==> src/bellman_ford_shortest_paths_top_macros.svh <==
// assertion helpers shared by the top level
`ifndef BELLMAN_FORD_SHORTEST_PATHS_TOP_MACROS_SVH
`define BELLMAN_FORD_SHORTEST_PATHS_TOP_MACROS_SVH

// consequent must hold in the same cycle as the antecedent
`define BFSP_ASSERT_NOW(lbl, ante, cons, msg) \
  lbl: assert property (@(posedge clk) disable iff (!rst_n) (ante) |-> (cons)) else $error(msg);

// consequent must hold in the cycle after the antecedent
`define BFSP_ASSERT_NEXT(lbl, ante, cons, msg) \
  lbl: assert property (@(posedge clk) disable iff (!rst_n) (ante) |=> (cons)) else $error(msg);

`endif

==> src/bfsp_pkg.sv <==
package bfsp_pkg;

  localparam int NODE_BITS      = 6;
  localparam int COUNT_BITS     = 7;
  localparam int IN_WEIGHT_BITS = 16;
  localparam int DIST_BITS      = 23;

  localparam logic signed [DIST_BITS-1:0] DIST_MAX = {1'b0, {(DIST_BITS-1){1'b1}}};
  localparam logic signed [DIST_BITS-1:0] DIST_MIN = {1'b1, {(DIST_BITS-1){1'b0}}};

  // configuration register indexes
  localparam logic CFG_NODE_COUNT  = 1'b0;
  localparam logic CFG_SOURCE_NODE = 1'b1;

  typedef struct packed {
    logic store_edge;
    logic init;
    logic issue;
    logic issue_check;
    logic emit;
    logic load_out;
    logic out_last;
    logic finish;
  } bfsp_cmd_t;

  typedef struct packed {
    logic pipe_busy;
    logic cycle_found;
  } bfsp_status_t;

endpackage

==> src/bfsp_ctrl.sv <==
module bfsp_ctrl import bfsp_pkg::*; #(
  parameter int MAX_EDGES = 128
) (
  input  logic                                               clk,
  input  logic                                               rst_n,
  input  logic                                               in_valid,
  input  logic                                               in_last_edge,
  output logic                                               in_ready,
  input  logic                                               out_ready,
  output logic                                               out_valid,
  input  logic [COUNT_BITS-1:0]                              n_eff,
  input  logic [$clog2(MAX_EDGES+1)-1:0]                     edge_total,
  input  bfsp_status_t                                       status,
  output bfsp_cmd_t                                          cmd,
  output logic [(MAX_EDGES > 1 ? $clog2(MAX_EDGES) : 1)-1:0] edge_addr,
  output logic [NODE_BITS-1:0]                               emit_idx
);

  localparam int EDGE_AW    = MAX_EDGES > 1 ? $clog2(MAX_EDGES) : 1;
  localparam int TOTAL_BITS = $clog2(MAX_EDGES + 1);

  localparam logic [2:0] S_IDLE    = 3'd0;
  localparam logic [2:0] S_INIT    = 3'd1;
  localparam logic [2:0] S_RUN     = 3'd2;
  localparam logic [2:0] S_DRAIN   = 3'd3;
  localparam logic [2:0] S_EMIT_RD = 3'd4;
  localparam logic [2:0] S_EMIT_LD = 3'd5;

  logic [2:0]           state_r, state_nxt;
  logic [EDGE_AW-1:0]   idx_r, idx_nxt;
  logic [NODE_BITS-1:0] pass_r, pass_nxt;
  logic [NODE_BITS-1:0] emit_r, emit_nxt;
  logic                 out_valid_r, out_valid_nxt;
  logic                 last_pass, last_idx, last_node, slot_free;

  // the final pass over the edges only looks for a negative cycle
  assign last_pass = {1'b0, pass_r} == n_eff - COUNT_BITS'(1);
  assign last_idx  = TOTAL_BITS'(idx_r) == edge_total - TOTAL_BITS'(1);
  assign last_node = {1'b0, emit_r} == n_eff - COUNT_BITS'(1);
  assign slot_free = !out_valid_r || out_ready;

  always_comb begin
    state_nxt     = state_r;
    idx_nxt       = idx_r;
    pass_nxt      = pass_r;
    emit_nxt      = emit_r;
    out_valid_nxt = out_valid_r && !out_ready;
    cmd           = '0;
    in_ready      = 1'b0;
    case (state_r)
      S_IDLE: begin
        in_ready = 1'b1;
        if (in_valid) begin
          cmd.store_edge = 1'b1;
          if (in_last_edge) begin
            state_nxt = S_INIT;
          end
        end
      end
      S_INIT: begin
        cmd.init  = 1'b1;
        idx_nxt   = '0;
        pass_nxt  = '0;
        state_nxt = (edge_total == '0) ? S_DRAIN : S_RUN;
      end
      S_RUN: begin
        cmd.issue       = 1'b1;
        cmd.issue_check = last_pass;
        if (last_idx) begin
          idx_nxt = '0;
          if (last_pass) begin
            state_nxt = S_DRAIN;
          end else begin
            pass_nxt = pass_r + NODE_BITS'(1);
          end
        end else begin
          idx_nxt = idx_r + EDGE_AW'(1);
        end
      end
      S_DRAIN: begin
        emit_nxt = '0;
        if (!status.pipe_busy) begin
          state_nxt = S_EMIT_RD;
        end
      end
      S_EMIT_RD: begin
        cmd.emit  = 1'b1;
        state_nxt = S_EMIT_LD;
      end
      S_EMIT_LD: begin
        cmd.emit = 1'b1;
        if (slot_free) begin
          cmd.load_out  = 1'b1;
          cmd.out_last  = status.cycle_found || last_node;
          out_valid_nxt = 1'b1;
          if (cmd.out_last) begin
            cmd.finish = 1'b1;
            state_nxt  = S_IDLE;
          end else begin
            emit_nxt  = emit_r + NODE_BITS'(1);
            state_nxt = S_EMIT_RD;
          end
        end
      end
      default: begin
        state_nxt = S_IDLE;
      end
    endcase
  end

  always_ff @(posedge clk) begin
    if (!rst_n) begin
      state_r     <= S_IDLE;
      idx_r       <= '0;
      pass_r      <= '0;
      emit_r      <= '0;
      out_valid_r <= 1'b0;
    end else begin
      state_r     <= state_nxt;
      idx_r       <= idx_nxt;
      pass_r      <= pass_nxt;
      emit_r      <= emit_nxt;
      out_valid_r <= out_valid_nxt;
    end
  end

  assign out_valid = out_valid_r;
  assign edge_addr = idx_r;
  assign emit_idx  = emit_r;

endmodule

==> config.mk <==
export PLATFORM = sky130hd
export DESIGN_NAME = bfsp_ctrl
export DESIGN_NICKNAME = d
export VERILOG_FILES = /design/src/bellman_ford_shortest_paths_top_macros.svh /design/src/bfsp_pkg.sv /design/src/bfsp_ctrl.sv
export SDC_FILE = /design/constraint.sdc
export NUM_CORES = 1
export LEC_CHECK = 0
export ABC_AREA = 1
export BUFFER_PORTS_ARGS = -buffer_cell sky130_fd_sc_hd__buf_2
export CAP_MARGIN = 10
export CORE_MARGIN = 2
export CORE_UTILIZATION = 59
export DETAILED_ROUTE_END_ITERATION = 7
export PLACE_DENSITY = 0.86
export SETUP_SLACK_MARGIN = 0.05
export SYNTH_ARGS = -nofsm -noshare
export SYNTH_HDL_FRONTEND = slang
export SYNTH_SLANG_ARGS = --single-unit
==> constraint.sdc <==
create_clock -name clk -period 3.73 [get_ports clk]
set_input_delay 0.746 -clock clk [delete_from_list [all_inputs] [get_ports clk]]
set_output_delay 0.746 -clock clk [all_outputs]
set_load 0.05 [all_outputs]
==> metrics.md <==
| Metric | Value |
|---|---|
| Outcome | `finished, final reports clean` |
| Drt drc | `0` |
| Die ar. | `3861 sq um` |
| Final Hold Viols | `0` |
| Sequential fraction of the synthesis area | `23.09%` |
| H-tree depth | `1` |
| Vias in the first global route | `1,830` |
| Critical Path RT | `2.98 ns` |
| Synth cell types | `34` |
| CP startpoint kind | `input port` |
| VDD IR-drop max | `422.9 uV` |
| R2R depth | `8` |
| GRT Total Usage | `24.13%` |
| Met3 wire length | `194 microns` |
| Final #Nets | `379` |
| Clock Root Buffer | `clkbuf_4` |
| Die Width | `62.14 microns` |
| Post-DR vias/cell | `5.295` |
| Buffers on Ports | `44` |
| Multi-input logic area | `1339 sq um` |
| Slowest stage delay, CP | `0.29 ns` |
| Fillers | `287` |
| CP max-delay cell | `ha_1` |
| Global route total overflow | `0` |
| TritonRoute pass-1 iters | `4` |
| Buffer depth of the longest clock path | `2` |
| Slew headroom | `61.99%` |
| Initial core utilization | `60.72%` |
| PD cells | `366.4 nW/um^2` |
| Worst Tran Pin Value | `0.5666 ns` |
| CP Class | `in -> out` |
| # hold bufs at CTS | `0` |
| Post-synthesis net count | `333` |
| Ys flop type | `dfxtp_1` |
| Clock sink total | `23` |
| LEAKAGE | `1.083 nW` |
| Hold Crit Depth | `2` |
| Clock latency on the worst-skew pair | `0.32 ns` |
| Sequential cell area | `460.4 sq um` |
| ANT cells | `0` |
| Cell Count, Final, Fillers Out | `397` |
| CP arrival | `2.34 ns` |
| Final wirelength | `4540 microns` |
| Post-Synthesis Cells | `306` |
| Met2 WL | `2137 microns` |
| CTS Buf Count | `3` |
| CTS tree | `yes` |
| Endpoint class of the critical path | `output port` |
| Largest net degree at the start of global routing | `18` |
| Placed insts | `393` |
| Iter 0 DRT Violations | `136` |
| Setup TNS | `0 ns` |
| Period utilization | `82.73%` |
| First-pass GRT wire length | `7686 microns` |
| Top routing layer in use | `met4` |
| Worst Hold Class | `reg -> reg` |
| Post-CTS Setup Bufs | `0` |
| Initial antenna violation count | `0` |
| Avg Inst Size Synth | `6.518 sq um` |
| Routed Antenna Nets | `0` |
| WP depth | `12` |
| Share of layout cells above drive strength 1 | `25.36%` |
| Met1 WL | `2106 microns` |
| P&R area growth vs syn | `14.37%` |
| Critical-path cell list | `buf_2, inv_2, ha_1, nand2_1, nand2_1, nand2_1, nand2_1, nand3_1, nor2_1, nand3_1, a21boi_1, buf_2` |
| F_max | `0.3241 GHz` |
| CP top delay family | `simple AND/OR/NAND/NOR gates` |
| Post-cts resize count | `0` |
| Area of the mapped netlist | `1994 sq um` |
| CTS clock-pin slew for the worst setup and hold paths | `0.14 ns` |
| RSZ-0062 raised after global routing | `no` |
| YS warnings | `0` |
| Row count | `21` |
| Clk_skew | `0.002790 ns` |
| Top cell by count, worst path | `nand2_1` |
| Buffers and inverters on the worst path | `3` |
| Max Cap Viol | `0` |
| Slew Viols, Final | `0` |
| Post-synthesis register bit count | `23` |
| Die height | `62.14 microns` |
| Final setup fails | `0` |
| Vias after detailed routing | `2,102` |
| IO Pins | `45` |
| Hold_ws | `0.4760 ns` |
| Post-synth ARST share | `0%` |
| Placeable Area | `3284 sq um` |
| GP Congestion | `0.8795` |
| Number of synthesized flops with an enable pin | `0` |
| Routed len/inst | `11.44 microns` |
| Worst-path maximum fanout | `7` |
| DP HPWL | `3604 microns` |
| Period minus WS final | `3.086 ns` |
kinds of logic after synthesis:
group,Yosys count,synth area share (%)
AND/OR/NAND/NOR,176,43.22
adder cells (fa/ha/maj),5,3.137
flip-flops,23,23.09
XOR/XNOR,23,11.54
AO/OA/AOI/OAI,29,9.223
buffers and inverters,50,9.786
metal layers:
metal	up-vias	GRT usage [%]
met3	11	2.899
met1	958	31.48
li1	1074	-
met2	59	40.63
met4	0	9.722
met5	-	0
per-stage QoR:
stage                     area [sq um]  setup slack (ns)  total power, mW  util (%)
final                             2281            0.6442           0.8357     69.45
after floorplan                   1994            0.1899           0.6307         -
after global routing              2281            0.4895           0.8951     69.45
after CTS                         2281            0.6445           0.8385     69.45
after detailed placement          2253            0.6496           0.7160     68.61
after global placement            2253            0.7130           0.7047     68.61
synthesized netlist by cell type, drive strengths merged (2+ instances only):
library cell	n	share of area, %
xor2	17	7.5
nor3	4	1.3
a21oi	21	6.2
nand2	75	16
xnor2	4	1.8
buf	2	0.75
ha	5	3.1
nor2	44	10
nand3	44	13
inv	46	8.7
o21ai	4	1.2
dfxtp	23	23
nand4	8	2.5
report_power, final:
group / switching, mW / leakage [nW] / internal (mW)
sequential: 0.0326 / 0.186 / 0.268
clock: 0.0827 / 0.0177 / 0.0403
combinational: 0.288 / 0.879 / 0.124
total: 0.404 / 1.08 / 0.432
flip-flops by register name, summed over array words and instances, names as in the netlist:
signal and count:
pass_r 6, state_r 3, out_valid 1, edge_addr 7, emit_idx 6
worst register-to-register path, cell delays in order (launching register included):
cell     delay (ns)
dfxtp_1        0.46
nand2_1        0.15
nor2_4         0.23
inv_2          0.15
nand2_1        0.36
nand4_1        0.18
nor2_1         0.17
xor2_1         0.16
nor2_1         0.06
placed cells by master, fill, tap and decap left out, types with 2 or more instances in the layout:
cell	netlist	routed
nand2_1	66	66
buf_2	0	44
nand3_1	40	40
inv_1	34	34
nor2_1	34	34
dfxtp_1	23	23
a21oi_1	18	18
xor2_1	17	17
inv_2	12	12
nand4_1	8	8
nor2_2	7	7
nand2_2	6	6
ha_1	5	5
xnor2_1	4	4
nor3_1	3	3
nor2_4	3	3
nand2_4	3	3
clkbuf_4	0	3
nand3_2	2	2
nand3_4	2	2
o21ai_1	2	2
a21oi_2	2	2
worst paths after layout:
kind                   start            to  slack, ns
hold / removal     pass_r[5]     pass_r[5]       0.48
setup reg to reg  state_r[1]  edge_addr[6]       1.73
hold reg to reg    pass_r[5]     pass_r[5]       0.48
setup / recovery    n_eff[0]        cmd[0]       0.64
cell type report:
cell class / count / share of cell area [%]
flip-flops and latches: 23 / 20.19
clock buffers: 3 / 0.9874
well taps: 46 / 2.523
repair buffers: 44 / 9.654
multi-input cells: 233 / 58.69
inverters: 47 / 7.734
clock inverters: 1 / 0.2194
(Power assumes the default switching activity.)
